File: src/hdl/rfus_pkg.sv
// Shared types and constants for the request queue with user search.
package rfus_pkg;

  // Default sizes handed to the top level.
  localparam int unsigned DepthDef     = 64;
  localparam int unsigned UserWidthDef = 16;

  // Fixed field widths of the stream words.
  localparam int unsigned CmdW    = 2;
  localparam int unsigned UserInW = 16;
  localparam int unsigned OccW    = 7;

  // Command codes carried in the input tuser.
  typedef enum logic [CmdW-1:0] {
    CMD_INSERT = 2'd0,
    CMD_EVICT  = 2'd1,
    CMD_SEARCH = 2'd2
  } cmd_e;

  // Sequencer states.
  typedef enum logic [1:0] {
    ST_IDLE,
    ST_SCAN,
    ST_DONE
  } state_e;

  // One result word as it travels from the sequencer to the output register.
  typedef struct packed {
    logic            overflow;
    logic            not_empty;
    logic [OccW-1:0] occupancy;
    logic            found;
  } res_t;

endpackage

File: src/hdl/rfus_store.sv
// User number memory: one write port and one registered read port.
module rfus_store #(
  parameter int unsigned DEPTH      = rfus_pkg::DepthDef,
  parameter int unsigned USER_WIDTH = rfus_pkg::UserWidthDef,
  localparam int unsigned PtrW      = $clog2(DEPTH)
) (
  input  logic                  clk_i,
  input  logic                  wr_en_i,
  input  logic [PtrW-1:0]       wr_addr_i,
  input  logic [USER_WIDTH-1:0] wr_data_i,
  input  logic                  rd_en_i,
  input  logic [PtrW-1:0]       rd_addr_i,
  output logic [USER_WIDTH-1:0] rd_data_o
);

  logic [USER_WIDTH-1:0] mem_q [DEPTH];
  logic [USER_WIDTH-1:0] rd_data_q;

  // Write port.
  always_ff @(posedge clk_i) begin
    if (wr_en_i) begin
      mem_q[wr_addr_i] <= wr_data_i;
    end
  end

  // Registered read port.
  always_ff @(posedge clk_i) begin
    if (rd_en_i) begin
      rd_data_q <= mem_q[rd_addr_i];
    end
  end

  assign rd_data_o = rd_data_q;

endmodule

File: src/hdl/rfus_ctrl.sv
// Queue sequencer: pointers, entry count, command handling and the search scan.
module rfus_ctrl #(
  parameter int unsigned DEPTH      = rfus_pkg::DepthDef,
  parameter int unsigned USER_WIDTH = rfus_pkg::UserWidthDef,
  localparam int unsigned PtrW      = $clog2(DEPTH),
  localparam int unsigned CntW      = $clog2(DEPTH + 1)
) (
  input  logic                         clk_i,
  input  logic                         rst_ni,
  // Command side.
  input  logic                         cmd_valid_i,
  output logic                         cmd_ready_o,
  input  rfus_pkg::cmd_e               cmd_i,
  input  logic [USER_WIDTH-1:0]        user_i,
  // Result side.
  output logic                         res_valid_o,
  input  logic                         res_ready_i,
  output rfus_pkg::res_t               res_o,
  // Memory side.
  output logic                         wr_en_o,
  output logic [PtrW-1:0]              wr_addr_o,
  output logic [USER_WIDTH-1:0]        wr_data_o,
  output logic                         rd_en_o,
  output logic [PtrW-1:0]              rd_addr_o,
  input  logic [USER_WIDTH-1:0]        rd_data_i
);

  localparam logic [PtrW-1:0] LastPtr = PtrW'(DEPTH - 1);
  localparam logic [CntW-1:0] FullCnt = CntW'(DEPTH);

  rfus_pkg::state_e      state_q, state_d;
  logic [PtrW-1:0]       oldest_q, oldest_d;
  logic [PtrW-1:0]       newest_q, newest_d;
  logic [CntW-1:0]       count_q, count_d;
  logic [PtrW-1:0]       scan_ptr_q, scan_ptr_d;
  logic [CntW-1:0]       left_q, left_d;
  logic                  rd_pend_q, rd_pend_d;
  logic [USER_WIDTH-1:0] key_q, key_d;
  logic                  found_q, found_d;
  logic                  over_q, over_d;
  logic                  match;

  function automatic logic [PtrW-1:0] wrap_next(input logic [PtrW-1:0] p);
    return (p == LastPtr) ? '0 : p + PtrW'(1);
  endfunction

  assign match  = rd_pend_q && (rd_data_i == key_q);

  // Control registers.
  always_ff @(posedge clk_i or negedge rst_ni) begin
    if (!rst_ni) begin
      state_q   <= rfus_pkg::ST_IDLE;
      oldest_q  <= '0;
      newest_q  <= '0;
      count_q   <= '0;
      left_q    <= '0;
      rd_pend_q <= 1'b0;
    end else begin
      state_q   <= state_d;
      oldest_q  <= oldest_d;
      newest_q  <= newest_d;
      count_q   <= count_d;
      left_q    <= left_d;
      rd_pend_q <= rd_pend_d;
    end
  end

  // Scan address, search key and pending result flags.
  always_ff @(posedge clk_i) begin
    scan_ptr_q <= scan_ptr_d;
    key_q      <= key_d;
    found_q    <= found_d;
    over_q     <= over_d;
  end

  // Next state, queue update and memory accesses.
  always_comb begin
    state_d    = state_q;
    oldest_d   = oldest_q;
    newest_d   = newest_q;
    count_d    = count_q;
    scan_ptr_d = scan_ptr_q;
    left_d     = left_q;
    rd_pend_d  = 1'b0;
    key_d      = key_q;
    found_d    = found_q;
    over_d     = over_q;
    cmd_ready_o = 1'b0;
    res_valid_o = 1'b0;
    wr_en_o    = 1'b0;
    rd_en_o    = 1'b0;

    unique case (state_q)
      rfus_pkg::ST_IDLE: begin
        // Ready is high throughout this state, so a valid word is taken at once.
        cmd_ready_o = 1'b1;
        if (cmd_valid_i) begin
          found_d = 1'b0;
          over_d  = 1'b0;
          state_d = rfus_pkg::ST_DONE;
          unique case (cmd_i)
            rfus_pkg::CMD_INSERT: begin
              if (count_q == FullCnt) begin
                over_d = 1'b1;
              end else begin
                wr_en_o  = 1'b1;
                newest_d = wrap_next(newest_q);
                count_d  = count_q + CntW'(1);
              end
            end
            rfus_pkg::CMD_EVICT: begin
              if (count_q != '0) begin
                oldest_d = wrap_next(oldest_q);
                count_d  = count_q - CntW'(1);
              end
            end
            rfus_pkg::CMD_SEARCH: begin
              // An empty queue reports not found at once.
              if (count_q != '0) begin
                scan_ptr_d = oldest_q;
                left_d     = count_q;
                key_d      = user_i;
                state_d    = rfus_pkg::ST_SCAN;
              end
            end
            default: begin
              // The unused code leaves the queue as it is.
            end
          endcase
        end
      end
      rfus_pkg::ST_SCAN: begin
        // One entry is read a cycle, oldest first, and compared in the next cycle.
        priority if (match) begin
          found_d = 1'b1;
          state_d = rfus_pkg::ST_DONE;
        end else if (left_q == '0) begin
          state_d = rfus_pkg::ST_DONE;
        end else begin
          rd_en_o    = 1'b1;
          rd_pend_d  = 1'b1;
          scan_ptr_d = wrap_next(scan_ptr_q);
          left_d     = left_q - CntW'(1);
        end
      end
      rfus_pkg::ST_DONE: begin
        res_valid_o = 1'b1;
        if (res_ready_i) begin
          state_d = rfus_pkg::ST_IDLE;
        end
      end
      default: begin
        state_d = rfus_pkg::ST_IDLE;
      end
    endcase
  end

  assign wr_addr_o = newest_q;
  assign wr_data_o = user_i;
  assign rd_addr_o = scan_ptr_q;

  // Result word; the occupancy is cut or widened to the field width.
  always_comb begin
    res_o.found     = found_q;
    res_o.overflow  = over_q;
    res_o.not_empty = (count_q != '0);
    res_o.occupancy = '0;
    for (int i = 0; i < int'(rfus_pkg::OccW); i++) begin
      if (i < int'(CntW)) begin
        res_o.occupancy[i] = count_q[i];
      end
    end
  end

endmodule

File: src/hdl/request_fifo_with_user_search.sv
// Request queue with user-number search: stream ports and output register.
// Insert, evict and the unused code are accepted in the idle state and show their word once
// the done state hands it to the output register; no new command is taken until then.
// A search reads the memory one entry a cycle from the oldest end and ends early at the
// first match; an empty queue answers at once.
// Reset clears pointers, count and handshake state at once; the memory is not cleared.
module request_fifo_with_user_search #(
  parameter int unsigned DEPTH      = rfus_pkg::DepthDef,
  parameter int unsigned USER_WIDTH = rfus_pkg::UserWidthDef
) (
  input  logic        clk_i,
  input  logic        rst_ni,
  input  logic        s_axis_tvalid,
  output logic        s_axis_tready,
  input  logic [15:0] s_axis_tdata,  // user_number[15:0]
  input  logic [1:0]  s_axis_tuser,  // command[1:0]
  output logic        m_axis_tvalid,
  input  logic        m_axis_tready,
  output logic [15:0] m_axis_tdata   // found[0], occupancy[7:1], not_empty[8],
                                     // overflow[9], zero[15:10]
);

  localparam int unsigned PtrW = $clog2(DEPTH);

  logic [USER_WIDTH-1:0] user_w;
  logic                  res_valid;
  logic                  res_ready;
  rfus_pkg::res_t        res;
  rfus_pkg::res_t        out_q;
  logic                  out_valid_q;
  logic                  wr_en;
  logic [PtrW-1:0]       wr_addr;
  logic [USER_WIDTH-1:0] wr_data;
  logic                  rd_en;
  logic [PtrW-1:0]       rd_addr;
  logic [USER_WIDTH-1:0] rd_data;

  // Fit the incoming user number to the stored width.
  always_comb begin
    user_w = '0;
    for (int i = 0; i < int'(USER_WIDTH); i++) begin
      if (i < int'(rfus_pkg::UserInW)) begin
        user_w[i] = s_axis_tdata[i];
      end
    end
  end

  rfus_ctrl #(
    .DEPTH      (DEPTH),
    .USER_WIDTH (USER_WIDTH)
  ) u_ctrl (
    .clk_i       (clk_i),
    .rst_ni      (rst_ni),
    .cmd_valid_i (s_axis_tvalid),
    .cmd_ready_o (s_axis_tready),
    .cmd_i       (rfus_pkg::cmd_e'(s_axis_tuser)),
    .user_i      (user_w),
    .res_valid_o (res_valid),
    .res_ready_i (res_ready),
    .res_o       (res),
    .wr_en_o     (wr_en),
    .wr_addr_o   (wr_addr),
    .wr_data_o   (wr_data),
    .rd_en_o     (rd_en),
    .rd_addr_o   (rd_addr),
    .rd_data_i   (rd_data)
  );

  rfus_store #(
    .DEPTH      (DEPTH),
    .USER_WIDTH (USER_WIDTH)
  ) u_store (
    .clk_i     (clk_i),
    .wr_en_i   (wr_en),
    .wr_addr_i (wr_addr),
    .wr_data_i (wr_data),
    .rd_en_i   (rd_en),
    .rd_addr_i (rd_addr),
    .rd_data_o (rd_data)
  );

  // Output register: it takes a new word when empty or being drained.
  assign res_ready = !out_valid_q || m_axis_tready;

  always_ff @(posedge clk_i or negedge rst_ni) begin
    if (!rst_ni) begin
      out_valid_q <= 1'b0;
    end else if (res_ready) begin
      out_valid_q <= res_valid;
    end
  end

  always_ff @(posedge clk_i) begin
    if (res_ready && res_valid) begin
      out_q <= res;
    end
  end

  assign m_axis_tvalid = out_valid_q;
  assign m_axis_tdata  = {6'd0, out_q};

`ifndef SYNTHESIS
  // The memory is never written and read in the same cycle.
  a_no_rw_overlap: assert property (@(posedge clk_i) disable iff (!rst_ni)
    !(wr_en && rd_en))
    else $error("memory written and read in the same cycle");

  // A dropped insert always comes from a non-empty queue.
  a_overflow_not_empty: assert property (@(posedge clk_i) disable iff (!rst_ni)
    (m_axis_tvalid && m_axis_tdata[9]) |-> m_axis_tdata[8])
    else $error("overflow reported on an empty queue");

  // A result handed to the output register shows up on the port next cycle.
  a_result_loaded: assert property (@(posedge clk_i) disable iff (!rst_ni)
    (res_valid && res_ready) |=> m_axis_tvalid)
    else $error("result word lost at the output register");
`endif

endmodule

File: config.mk
export PLATFORM = sky130hd
export DESIGN_NAME = request_fifo_with_user_search
export DESIGN_NICKNAME = d
export VERILOG_FILES = /design/src/hdl/rfus_pkg.sv /design/src/hdl/rfus_store.sv /design/src/hdl/rfus_ctrl.sv /design/src/hdl/request_fifo_with_user_search.sv
export SDC_FILE = /design/constraint.sdc
export NUM_CORES = 1
export LEC_CHECK = 0
export ABC_CLOCK_PERIOD_IN_PS = 3200
export CAP_MARGIN = 15
export CELL_PAD_IN_SITES_DETAIL_PLACEMENT = 0
export CELL_PAD_IN_SITES_GLOBAL_PLACEMENT = 1
export CORE_MARGIN = 4
export CORE_UTILIZATION = 40
export CTS_CLUSTER_DIAMETER = 50
export DETAILED_ROUTE_END_ITERATION = 16
export DONT_BUFFER_PORTS = 1
export GPL_ROUTABILITY_DRIVEN = 0
export HOLD_SLACK_MARGIN = 0.1
export PLACE_DENSITY_LB_ADDON = 0.3
export SYNTH_ARGS = -nofsm -noshare
export SYNTH_HDL_FRONTEND = slang
export SYNTH_SLANG_ARGS = --single-unit
File: constraint.sdc
create_clock -name clk_i -period 3.2 [get_ports clk_i]
set_clock_uncertainty 0.05 [all_clocks]
set_input_delay 0.64 -clock clk_i [delete_from_list [all_inputs] [get_ports clk_i]]
set_output_delay 0.64 -clock clk_i [all_outputs]
set_load 0.05 [all_outputs]
; ---- Yosys cells after proc, flatten, opt, wreduce, memory -nomap -nowiden
; Memories as Yosys holds them, arrays and structs flattened. A register that Yosys moved wholly into a read port is not among the register bits.
; Index checks and enable logic that the tools add are counted.
[op_classes]
addsub = 6
n_mul = 0
div_mod_pow = 0
magnitude_cmp = 0
eq_ne = 19
n_shift = 0
n_mux = 40
bitwise = 1
n_reduce_logical = 18
[op_table]
columns = cell, n
row1 = 2-to-1 mux 7 bit, 7
row2 = 2-to-1 mux 6 bit, 8
row3 = one-hot mux 7 bit (2 select lines), 2
row4 = adder 6 x 1 -> 6 bit (second input constant), 3
row5 = equality test 6 bit (second input constant), 3
row6 = equality test 16 bit, 1
row7 = != test 2 bit (second input constant), 8
row8 = 2-to-1 mux 1 bit, 14
row9 = subtractor 7 x 1 -> 7 bit (second input constant), 2
row10 = 2-to-1 mux 2 bit, 6
row11 = one-hot mux 6 bit (2 select lines), 1
row12 = AND reduction 4 bit, 3
row13 = adder 7 x 1 -> 7 bit (second input constant), 1
row14 = equality test 7 bit (second input constant), 1
row15 = zero test 7 bit, 1
row16 = nonzero test 7 bit, 1
row17 = one-hot mux 2 bit (3 select lines), 1
row18 = AND reduction 3 bit, 2
row19 = AND reduction 6 bit, 1
row20 = AND reduction 5 bit, 1
row21 = equality test 2 x 1 -> 1 bit (second input constant), 2
row22 = equality test 2 bit (second input constant), 2
row23 = zero test 2 bit, 2
row24 = nonzero test 2 bit, 2
row25 = 8 further kinds, 9
[word_totals]
ff_bits = 64
latch_bits = 0
mem_bits_rw = 1024
romBits = 0
inputBits = 22
output_inout_bits = 18
elab_cells = 100
n_memories = 1
[memory_table]
columns = memory, words, word_bits, rd, rd_ports_with_merged_regs, write_ports, line_no
row1 = u_store.mem_q, 64, 16, 1, 1, 1, rfus_store.sv:16  ; logic [USER_WIDTH-1:0] mem_q [DEPTH];

; ---- Logic depth before layout (Yosys ltp)
; Gate-level depths: netlist of run 1.
[logic_depth]
depth_word = 7
mapped_depth = 9
depth_no_buf = 9

; ---- Hierarchy
; Synthesis of run 1 repeated with hierarchy kept, for this count alone.
[hier_totals]
hier_cells = 2123
hier_area_um2 = 43605.6
[modules_own_cells]
columns = module, n_inst, cells_per_inst, area_each_um2, seq_area_each_um2
row1 = rfus_store, 1, 1829, 40202.3, 31230.0
row2 = rfus_ctrl, 1, 273, 3000.4, 1446.4
row3 = request_fifo_with_user_search, 1, 21, 402.9, 325.3

; ---- Worst setup path before layout of run 1
; Ideal clock, no wire load.
[synth_path]
path_kind = reg2reg
start = register u_ctrl.state_q[0]
end = memory u_store.mem_q[39][0] (netlist name) (enable)
setup_time_ns = 0.431
arrival_time_ns = 3.628
required_time_ns = 2.719
setup_slack_ns = -0.909
path_stages_with_launch = 5
n_path_buf = 0
period_less_slack_ns = 4.109
path_cell_list = dfrtp_1 > nor2_1 > nand2_1 > a2111oi_4 > nor4bb_1
[synth_via]
elab_chain_len = 4
[synth_rtl]
columns = item, line_no
row1 = from (decl), rfus_ctrl.sv:31  ; rfus_pkg::state_e state_q, state_d;
row2 = from (signal assigned), rfus_ctrl.sv:52  ; state_q <= rfus_pkg::ST_IDLE;
row3 = from (signal assigned), rfus_ctrl.sv:59  ; state_q <= state_d;
row4 = zero test 2 bit, rfus_ctrl.sv:93  ; unique case (state_q)
row5 = 2-to-1 mux 1 bit, rfus_ctrl.sv:93
row6 = 2-to-1 mux 1 bit, rfus_store.sv:21  ; if (wr_en_i) begin
row7 = 2-to-1 mux 1 bit (not written as such), rfus_store.sv:22  ; mem_q[wr_addr_i] <= wr_data_i;
row8 = to (decl), rfus_store.sv:16
; No other way between the ends.

==> results of run 1 <==
==> layout by cell type, fill, tap and decap left out, types with 6 or more instances in the layout <==
cell       netlist  layout
edfxtp_1      1074    1074
mux4_2         314     314
buf_4           13     122
clkbuf_16        0     113
nor2_2           0      61
nand2_1         55      54
dfrtp_1         30      30
clkinv_1         1      24
nor2_1          84      21
clkbuf_1        37      21
o21ai_0         20      20
mux2_2          18      18
xor2_1          18      18
buf_12           0      18
nor3_1          18      16
buf_16           0      16
mux2i_1         15      15
xnor2_1         14      14
a21oi_1         13      13
clkinv_2         0      13
o21ai_1         11      11
bufinv_16        0      11
ha_1            10      10
inv_1           10       9
nand3_1          9       9
nand2b_1         7       7
o22ai_1          7       7
conb_1           1       6
clkinv_4         0       6
==> stage by stage <==
| step | std cells | power (W) |
|---|---|---|
| global placement | 3332 | 0.0248 |
| CTS | 3558 | 0.0381 |
| detailed placement | 3332 | 0.0249 |
| global route | 3558 | 0.0391 |
| finish | 3558 | 0.0377 |
| floorplan | 1904 | 0.0222 |
==> routing by layer <==
metal	share of wire	track usage	wire (um)
met4	0.017	0.0429	1730
met1	0.43	0.261	43900
met3	0.060	0.0293	6150
met2	0.50	0.303	50900
met5	0.00013	0	13
==> layout make-up <==
cell class	count	area, sq um
Tap cell	1391	1740
Multi-Input combinational cell	687	9560
Fill cell	8550	56100
Sequential cell	1104	33000
Clock inverter	70	746
Inverter	11	41.3
Clock buffer	135	2920
Timing Repair Buffer	160	1760
==> critical path, delay by kind of cell (launching register included) <==
family | cells | cell delay (ns)
muxes | 2 | 1.11
DFF | 1 | 0.46
and+or+nand+nor | 1 | 0.13
AOI/OAI and AO/OA | 1 | 0.61
buffers and inverters | 2 | 0.42
==> logic make-up (layout without fill, tap and decap cells) <==
kind of cell	after synthesis	in the layout	synth area share
flops	1104	1104	0.769
xor+xnor	32	32	0.00653
other cells	1	6	0.0000874
compound gates	79	79	0.0117
simple gates	212	212	0.0231
buf+inv	113	376	0.0128
fa+ha+maj	11	11	0.00338
mux	347	347	0.173
==> sequential cells by signal, indices dropped and copies added (netlist names) <==
name	cells
u_store.mem_q	1024
u_ctrl.key_q	16
u_store.rd_data_o	16
m_axis_tdata	10
u_ctrl.count_q	7
u_ctrl.left_q	7
u_ctrl.oldest_q	6
u_ctrl.rd_addr_o	6
u_ctrl.wr_addr_o	6
u_ctrl.state_q	2
m_axis_tvalid	1
u_ctrl.found_q	1
u_ctrl.over_q	1
u_ctrl.rd_pend_q	1
==> repair_timing <==
action,4_1_cts,5_1_grt
endpoints found under the setup margin,0,366
hold endpoints to repair,1073,0
gates resized for setup,0,4
hold buffers,21,0
==> power by group <==
part	leakage (nW)	internal, W	switching (W)	total, W
sequential	10.0	0.0163	0.000431	0.0167
clock	1.77	0.00743	0.00548	0.0129
combinational	3.88	0.00376	0.00428	0.00804
total	15.7	0.0275	0.0102	0.0377
==> how the worst max path moves through the flow <==
stage / start / to / slack [ns] / cells past startpoint
CTS: u_ctrl.state_q[0]$_DFFE_PN0P_ / u_store.mem_q[36][1]$_DFFE_PP_ / 0.09 / 7
floorplan: u_ctrl.state_q[0]$_DFFE_PN0P_ / u_store.mem_q[53][0]$_DFFE_PP_ / 0.01 / 6
global route: u_ctrl.state_q[0]$_DFFE_PN0P_ / u_store.mem_q[60][13]$_DFFE_PP_ / 0.02 / 8
detailed placement: s_axis_tvalid / u_store.mem_q[36][10]$_DFFE_PP_ / 0.07 / 6
global placement: s_axis_tvalid / u_store.mem_q[11][7]$_DFFE_PP_ / 0.13 / 7
finish: u_ctrl.rd_addr_o[0]$_DFFE_PP_ / u_store.rd_data_o[15]$_DFFE_PP_ / 0.12 / 6
==> impl_metrics.py, run 1 <==
metrics = {
    "status": {
        "outcome": "finished clean",
    },
    "setup_path": {
        "worst_r2r_startpoint": "u_ctrl.rd_addr_o[0]$_DFFE_PP_",
        "critPathMaxStageDelay_ns": 0.61,
        "timing.setup.critical_path_class": "reg2reg",
        "critical-path-slowest-cell": "a211oi_1",
        "crit_chain": "buf_12, buf_12, mux4_2, mux4_2, a211oi_1, nor3_1",
        "crit_path_required_time_ns": 3.56,
        "setup.worst_path.end_class": "register",
        "r2r_worst_path_depth": 6,
        "biggest_fanout_along_the_worst_timing_path": 25,
        "worstSetupStartpointType": "register",
        "critical_path.reg2reg.endpoint": "u_store.rd_data_o[15]$_DFFE_PP_",
        "timing.critical_path.arrival_ns": 3.44,
        "setup.reg_to_reg.worst_slack_ns": 0.12,
    },
    "place": {
        "dp_hpwl_um": 58600,
        "dpl-instance-area_sq_um": 45600,
        "io_buffers": 0,
        "place_ws_ns": 0.0723,
    },
    "job": {
        "drv_cap": 0,
    },
    "floorplanning": {
        "die-area_sq_um": 113000,
        "io_pins": 40,
        "start_util": 0.405,
        "rows": 119,
        "die_w_um": 335,
        "vertical_extent_of_the_die_um": 335,
        "core_region_area_sq_um": 106000,
    },
    "global_routing": {
        "wire_length_of_the_first_global_routing_pass_um": 150000,
        "number_of_global_route_vias_before_repair": 20600,
        "grt_max_degree": 66,
        "globalRouteOverflowTotal": 0,
        "overall_track_demand_over_capacity_in_global_routing": 0.184,
        "initial_antenna_violation_count": 5,
    },
    "synthesis": {
        "yosysTopAreaCell": "edfxtp_1",
        "yosys.cell_types.count": 59,
        "post_synth_edffs": 1074,
        "syn_inst": 1899,
        "synth_most_common_cell": "edfxtp_1",
        "fraction_of_synthesized_cell_area_taken_by_the_top_area_cell_type": 0.752,
        "yosysWarningCount": 0,
        "async_flop_share": 0.0272,
        "synth_sequential_area_ratio": 0.769,
        "ys_ff_latch": 1104,
        "ys_top_cells_by_area": "edfxtp_1, mux4_2, dfrtp_1",
        "syn-cell-area_sq_um": 42900,
        "synth.cells.most_frequent": "edfxtp_1, mux4_2, nor2_1, nand2_1, clkbuf_1",
        "synthesis.area_per_instance_sq_um": 22.6,
        "yosys_most_used_dff": "edfxtp_1",
    },
    "timing": {
        "max-slew-margin-rel": 0.291,
        "setup_repair_after_global_routing_missed_its_margin": "no",
        "finalHoldViolations": 0,
        "finalCritPeriodShare": 0.963,
        "tightest_slew_ns": 1.06,
        "layout_setup_ws_ns": 0.120,
        "fmaxAchievable_mhz": 325,
        "hold_slack_ns": 0.251,
        "maxSlewViolCount": 0,
        "setup_viol": 0,
        "totalNegativeSetupSlack_ns": 0,
        "layout_min_cycle_time_ns": 3.08,
    },
    "layout": {
        "final_core_utilization": 0.470,
        "synthToLayoutAreaGrowth_pct": 16.0,
        "antenna_cells_inserted": 0,
        "finalNetCount": 2110,
        "postLayoutCellArea_sq_um": 49800,
        "final_layout_size_suffix_gt1_frac": 0.335,
    },
    "min_path": {
        "worst_hold_path.endpoint": "u_store.mem_q[21][11]$_DFFE_PP_",
        "hold_depth": 1,
        "min_from": "s_axis_tdata[11]",
        "min-delay-path-class": "in2reg",
    },
    "drt": {
        "routed_len_inst_um": 28.9,
        "drt_pass1_iterations": 7,
        "drc": 0,
        "antenna_left": 0,
        "dr.first_iter.drc_count": 2426,
        "vias": 20100,
        "wirelength_um": 103000,
        "routed_via_density": 5.64,
    },
    "clock_tree": {
        "cts_post_setup_buffers_inserted": 0,
        "insertion_delay_ns": 0.71,
        "clock_sinks": 1104,
        "cts_tree": "done",
        "root_buffer": "clkbuf_16",
        "clk_transition_reported_paths_ns": 0.07,
        "max-clock-path-buffers": 3,
        "h_tree_depth_reported_by_cts": 3,
        "number_of_cts_inserted_buffers": 113,
    },
    "power_and_ir_drop": {
        "leakagePower_nw": 15.7,
        "irDropWorstVdd_v": 0.000434,
        "p_per_area_nw_per_um2": 757,
    },
}
Note: power is estimated with default switching activity, not from simulation.
==> run 2, diff against run 1 <==
--- a/config.mk
+++ b/config.mk
@@ -5,7 +5,7 @@
 export SDC_FILE = /design/constraint.sdc
 export NUM_CORES = 1
 export LEC_CHECK = 0
-export ABC_CLOCK_PERIOD_IN_PS = 3200
+export ABC_CLOCK_PERIOD_IN_PS = 3100
 export CAP_MARGIN = 15
 export CELL_PAD_IN_SITES_DETAIL_PLACEMENT = 0
 export CELL_PAD_IN_SITES_GLOBAL_PLACEMENT = 1
==> constraint.sdc (replaced) <==
create_clock -name clk_i -period 3.1 [get_ports clk_i]
set_clock_uncertainty 0.05 [all_clocks]
set_input_delay 0.62 -clock clk_i [delete_from_list [all_inputs] [get_ports clk_i]]
set_output_delay 0.62 -clock clk_i [all_outputs]
set_load 0.05 [all_outputs]
==> run 2 against run 1 <==
  * Critical path depth grew 2
  * Flip-flop and latch count is the same
  * Cell count grew 0.51%
  * Cell area grew 1.2%
  * Die area is the same
  * Wire length grew 0.19%
  * Maximum frequency grew 3.8%
  * Via count is essentially flat
  * Register-to-register slack is essentially flat
==> impl_metrics.py, run 2 (same netlist as run 1, synthesis figures left out) <==
metrics = {
    "status": {
        "outcome": "finished clean",
    },
    "min_path": {
        "min-delay-path-class": "in2reg",
    },
    "clock_tree": {
        "root_buffer": "clkbuf_16",
        "cts_tree": "done",
        "h_tree_depth_reported_by_cts": 3,
        "clk_transition_reported_paths_ns": 0.06,
        "clock_sinks": 1104,
        "insertion_delay_ns": 0.70,
        "cts_post_setup_buffers_inserted": 0,
        "max-clock-path-buffers": 3,
        "number_of_cts_inserted_buffers": 117,
    },
    "drt": {
        "vias": 20100,
        "met2WireLength_um": 50000,
        "dr.first_iter.drc_count": 2381,
        "wirelength_um": 103000,
        "drt_pass1_iterations": 5,
        "routed_len_inst_um": 28.8,
        "drc": 0,
        "routed_via_density": 5.61,
        "highest_layer": "met4",
        "met3_length_um": 6820,
        "antenna_left": 0,
        "met1Wirelength_um": 44000,
    },
    "layout": {
        "final_common_cell": "edfxtp_1",
        "filler_cell_count_in_the_final_layout": 8459,
        "registers.top_by_ff_count": "u_store.mem_q",
        "postLayoutCellArea_sq_um": 50400,
        "layout.cells.most_common_list": "edfxtp_1, mux4_2, clkbuf_16",
        "final_layout_size_suffix_gt1_frac": 0.347,
        "layout.cells.non_filler": 3576,
        "largest_register_ff_count": 1024,
        "synthToLayoutAreaGrowth_pct": 17.4,
        "finalNetCount": 2118,
    },
    "place": {
        "dpl.cell_count": 3336,
        "dpl-instance-area_sq_um": 45900,
        "io_buffers": 0,
        "dp_hpwl_um": 59000,
    },
    "setup_path": {
        "timing.setup.critical_path_class": "reg2reg",
        "crit_family": "multiplexers",
        "timing.critical_path.arrival_ns": 3.35,
        "critPathMaxStageDelay_ns": 0.56,
        "critical-path-slowest-cell": "mux4_2",
        "biggest_fanout_along_the_worst_timing_path": 26,
        "crit_chain": "buf_4, buf_12, buf_12, buf_4, mux4_2, mux4_2, nor3_1, nor3_1",
        "worstSetupStartpointType": "register",
        "crit_path_required_time_ns": 3.48,
        "worst-path-buf-inv": 4,
        "setup.worst_path.end_class": "register",
    },
    "floorplanning": {
        "core_region_area_sq_um": 106000,
        "die_w_um": 335,
        "vertical_extent_of_the_die_um": 335,
        "die-area_sq_um": 113000,
        "rows": 119,
        "io_pins": 40,
        "start_util": 0.405,
    },
    "timing": {
        "finalCritPeriodShare": 0.957,
        "totalNegativeSetupSlack_ns": 0,
        "fmaxAchievable_mhz": 337,
        "hold_slack_ns": 0.214,
        "setup_repair_after_global_routing_missed_its_margin": "yes",
        "tightest_slew_ns": 1.06,
        "layout_min_cycle_time_ns": 2.97,
        "finalHoldViolations": 0,
        "setup_viol": 0,
        "maxSlewViolCount": 0,
        "max-slew-margin-rel": 0.294,
    },
    "power_and_ir_drop": {
        "p_per_area_nw_per_um2": 792,
        "leakagePower_nw": 15.9,
        "irDropWorstVdd_v": 0.000492,
    },
    "global_routing": {
        "initial_antenna_violation_count": 2,
        "number_of_global_route_vias_before_repair": 20600,
        "grt_max_degree": 66,
        "globalRouteOverflowTotal": 0,
        "overall_track_demand_over_capacity_in_global_routing": 0.184,
        "wire_length_of_the_first_global_routing_pass_um": 149000,
    },
    "job": {
        "drv_cap": 0,
    },
}
[run 2: worst min-delay path: stages]
cell	delay, ns
a2111oi_4	0.02
buf_12	0.12
nand2_1	0.07
xnor2_1	0.06
[run 2: final timing paths]
path / from / endpoint / slack [ns] / depth (start not counted)
min reg2reg: u_ctrl.over_q$_SDFFCE_PP0P_ / m_axis_tdata[9]$_DFFE_PP_ / 0.38 / 0
max in group asynchronous: rst_ni / u_ctrl.left_q[4]$_DFFE_PN0P_ / 2.48 / 2
max reg2reg: u_ctrl.rd_addr_o[0]$_DFFE_PP_ / u_store.rd_data_o[10]$_DFFE_PP_ / 0.13 / 8
min: s_axis_tuser[1] / u_ctrl.wr_addr_o[2]$_DFFE_PN0P_ / 0.21 / 4
min in group asynchronous: rst_ni / u_ctrl.state_q[1]$_DFFE_PN0P_ / 0.34 / 2
max: u_ctrl.rd_addr_o[0]$_DFFE_PP_ / u_store.rd_data_o[10]$_DFFE_PP_ / 0.13 / 8
[run 2: what timing repair did]
item / CTS / global route
endpoints found under the setup margin: 0 / 7
hold buffers: 21 / 0
gates resized for setup: 0 / 1
hold endpoints to repair: 1074 / 0
[run 2: report_power, final]
part,leakage [nW],internal [W],switching [W]
clock network,1.91,0.00828,0.00584
logic,3.97,0.00402,0.00449
registers,10.0,0.0168,0.000473
[run 2: area by class of cell]
cell class	instances	area, sq um	share of cell area
clock buffers	133	3010	0.0597
flip-flops and latches	1104	33000	0.655
diodes	2	5.00	0.0000993
repair buffers	164	2070	0.0412
well taps	1391	1740	0.0345
inverters	11	41.3	0.000820
multi-input cells	687	9580	0.190
clock inverters	84	927	0.0184
[run 2: metal layers]
metal,vias to the layer above,global-route usage
met5,-,0
met4,0,0.0455
met3,113,0.0355
met2,686,0.296
met1,10900,0.263
li1,8355,-
[run 2: per-stage QoR]
| step | total power, W | setup slack, ns | utilization |
|---|---|---|---|
| after floorplan | 0.0229 | -0.0893 | - |
| after global placement | 0.0258 | 0.0717 | 0.434 |
| after detailed placement | 0.0259 | 0.0605 | 0.434 |
| after CTS | 0.0403 | 0.0919 | 0.476 |
| after global routing | 0.0414 | -0.00208 | 0.476 |
| final | 0.0399 | 0.132 | 0.476 |
==> run 3, diff against run 2 <==
--- a/config.mk
+++ b/config.mk
@@ -7,11 +7,12 @@
 export LEC_CHECK = 0
 export ABC_CLOCK_PERIOD_IN_PS = 3100
 export CAP_MARGIN = 15
-export CELL_PAD_IN_SITES_DETAIL_PLACEMENT = 0
-export CELL_PAD_IN_SITES_GLOBAL_PLACEMENT = 1
+export CELL_PAD_IN_SITES_DETAIL_PLACEMENT = 1
+export CELL_PAD_IN_SITES_GLOBAL_PLACEMENT = 2
 export CORE_MARGIN = 4
 export CORE_UTILIZATION = 40
 export CTS_CLUSTER_DIAMETER = 50
+export CTS_CLUSTER_SIZE = 24
 export DETAILED_ROUTE_END_ITERATION = 16
 export DONT_BUFFER_PORTS = 1
 export GPL_ROUTABILITY_DRIVEN = 0
==> run 3 against run 2 <==
  * Sequential power about the same
  * Die area is the same
  * Critical path depth is 1 lower
  * Core utilization about the same
  * Sequential share of layout area about the same
  * Worst setup slack got worse by 0.017 ns
  * Critical endpoint is now u_store.rd_data_o[6]$_DFFE_PP_
  * Largest cell class unchanged
  * Flip-flop and latch count is the same
  * First-iteration DRC count is 9.9% lower
  * Via count grew 1.3%
==> impl_metrics.py, run 3 (same netlist as run 1, synthesis figures left out) <==
metrics = {
    "floorplanning": {
        "die_w_um": 335,
        "io_pins": 40,
        "start_util": 0.405,
        "vertical_extent_of_the_die_um": 335,
        "core_region_area_sq_um": 106000,
        "die-area_sq_um": 113000,
        "rows": 119,
    },
    "timing": {
        "finalCritPeriodShare": 0.963,
        "totalNegativeSetupSlack_ns": 0,
        "max-slew-margin-rel": 0.413,
        "finalHoldViolations": 0,
        "fmaxAchievable_mhz": 335,
        "tightest_slew_ns": 0.873,
        "setup_viol": 0,
        "maxSlewViolCount": 0,
        "layout_setup_ws_ns": 0.115,
        "setup_repair_after_global_routing_missed_its_margin": "no",
        "layout_min_cycle_time_ns": 2.98,
    },
    "global_routing": {
        "globalRouteOverflowTotal": 0,
        "grt_max_degree": 66,
        "wire_length_of_the_first_global_routing_pass_um": 160000,
        "overall_track_demand_over_capacity_in_global_routing": 0.199,
        "number_of_global_route_vias_before_repair": 21700,
        "initial_antenna_violation_count": 5,
    },
    "clock_tree": {
        "max-clock-path-buffers": 3,
        "root_buffer": "clkbuf_16",
        "clock_sinks": 1104,
        "clk_transition_reported_paths_ns": 0.07,
        "cts_tree": "done",
        "h_tree_depth_reported_by_cts": 3,
        "insertion_delay_ns": 0.69,
        "cts_post_setup_buffers_inserted": 0,
        "number_of_cts_inserted_buffers": 105,
    },
    "layout": {
        "final_common_cell": "edfxtp_1",
        "final_layout_size_suffix_gt1_frac": 0.355,
        "layout.cells.most_common_list": "edfxtp_1, mux4_2, buf_4",
        "largest_register_ff_count": 1024,
        "synthToLayoutAreaGrowth_pct": 17.4,
        "filler_cell_count_in_the_final_layout": 9376,
        "combined_area_of_the_multi_input_logic_cells_sq_um": 9590,
        "finalNetCount": 2116,
        "register_area_sq_um": 33000,
        "registers.top_by_ff_count": "u_store.mem_q",
    },
    "power_and_ir_drop": {
        "irDropWorstVdd_v": 0.000453,
        "share_of_power_burned_in_the_clock_network": 0.347,
        "pwr-share-seq": 0.434,
        "power_frac_comb": 0.219,
        "netSwitchingFraction": 0.287,
        "p_per_area_nw_per_um2": 789,
        "intPower_w": 0.0283,
        "post-layout-total-power_w": 0.0398,
        "switching_power_w": 0.0114,
        "leakagePower_nw": 15.9,
    },
    "drt": {
        "vias": 20300,
        "dr.first_iter.drc_count": 2145,
        "routed_via_density": 5.69,
        "drc": 0,
        "routed_len_inst_um": 30.8,
        "drt_pass1_iterations": 5,
        "wirelength_um": 110000,
        "antenna_left": 0,
    },
    "place": {
        "io_buffers": 0,
        "place_ws_ns": -0.116,
        "dp_hpwl_um": 64300,
    },
    "setup_path": {
        "setup.worst_path.end_class": "register",
        "critical-path-slowest-cell": "mux4_2",
        "critPathMaxStageDelay_ns": 0.58,
        "timing.critical_path.arrival_ns": 3.37,
        "crit_chain": "buf_12, buf_12, mux4_2, mux4_2, mux2_2, nand2_1, o21ai_1",
        "timing.setup.critical_path_class": "reg2reg",
        "worstSetupStartpointType": "register",
        "crit_path_required_time_ns": 3.49,
        "biggest_fanout_along_the_worst_timing_path": 18,
    },
    "job": {
        "drv_cap": 0,
    },
    "status": {
        "outcome": "finished clean",
    },
    "min_path": {
        "min-delay-path-class": "in2reg",
    },
}
run 3: power groups by stage:
stage / Clock (W) / Combinational [W] / Sequential (W)
floorplan: 0 / 0.00539 / 0.0175
global placement: 0 / 0.00840 / 0.0176
global route: 0.0148 / 0.00926 / 0.0173
finish: 0.0138 / 0.00869 / 0.0173
detailed placement: 0 / 0.00845 / 0.0176
CTS: 0.0141 / 0.00882 / 0.0173
run 3: final cells by class:
cell class                      count  area share
Sequential cell                  1104       0.655
Multi-Input combinational cell    687       0.190
Clock buffer                      112      0.0542
Timing Repair Buffer              174      0.0430
Tap cell                         1391      0.0346
Clock inverter                     88      0.0217
Inverter                           11    0.000820
Antenna cell                        2   0.0000994
run 3: worst max-delay path: cells and delay by family, from the launching register on:
kind | cells | cell delay [ns]
muxes | 3 | 1.49
buffers and inverters | 2 | 0.51
DFF | 1 | 0.49
and+or+nand+nor | 1 | 0.10
AOI/OAI and AO/OA | 1 | 0.07
run 3: final timing paths:
path | endpoint | startpoint | depth (start not counted) | slack (ns)
min reg2reg | m_axis_tdata[9]$_DFFE_PP_ | u_ctrl.over_q$_SDFFCE_PP0P_ | 0 | 0.37
max in group asynchronous | u_ctrl.left_q[0]$_DFFE_PN0P_ | rst_ni | 2 | 2.44
max reg2reg | u_store.rd_data_o[6]$_DFFE_PP_ | u_ctrl.rd_addr_o[0]$_DFFE_PP_ | 7 | 0.12
max | u_store.rd_data_o[6]$_DFFE_PP_ | u_ctrl.rd_addr_o[0]$_DFFE_PP_ | 7 | 0.12
min in group asynchronous | u_ctrl.oldest_q[1]$_DFFE_PN0P_ | rst_ni | 2 | 0.38
min | m_axis_tvalid$_DFFE_PN0N_ | m_axis_tready | 2 | 0.15
run 3: metrics by stage:
stage / cells / hold WS, ns / area [sq um] / utilization
after floorplan: 1904 / 0.274 / 43100 / -
after global placement: 3346 / 0.276 / 46000 / 0.435
after detailed placement: 3347 / 0.276 / 46000 / 0.435
after CTS: 3567 / 0.115 / 50400 / 0.476
after global routing: 3567 / 0.133 / 50400 / 0.476
final: 3569 / 0.147 / 50400 / 0.476
run 3: metal layers:
metal	global-route usage	wire length, um	vias up
li1	-	-	8385
met1	0.275	45000	11100
met2	0.324	54200	707
met3	0.0422	8060	145
met4	0.0525	2480	0
met5	0	0	-
run 3: timing repair:
action	CTS	global route
pin swaps	0	1
gates resized for setup	3	1
hold buffers	20	0
cloned	0	0
hold endpoints to repair	1074	0
setup endpoints to repair	48	95
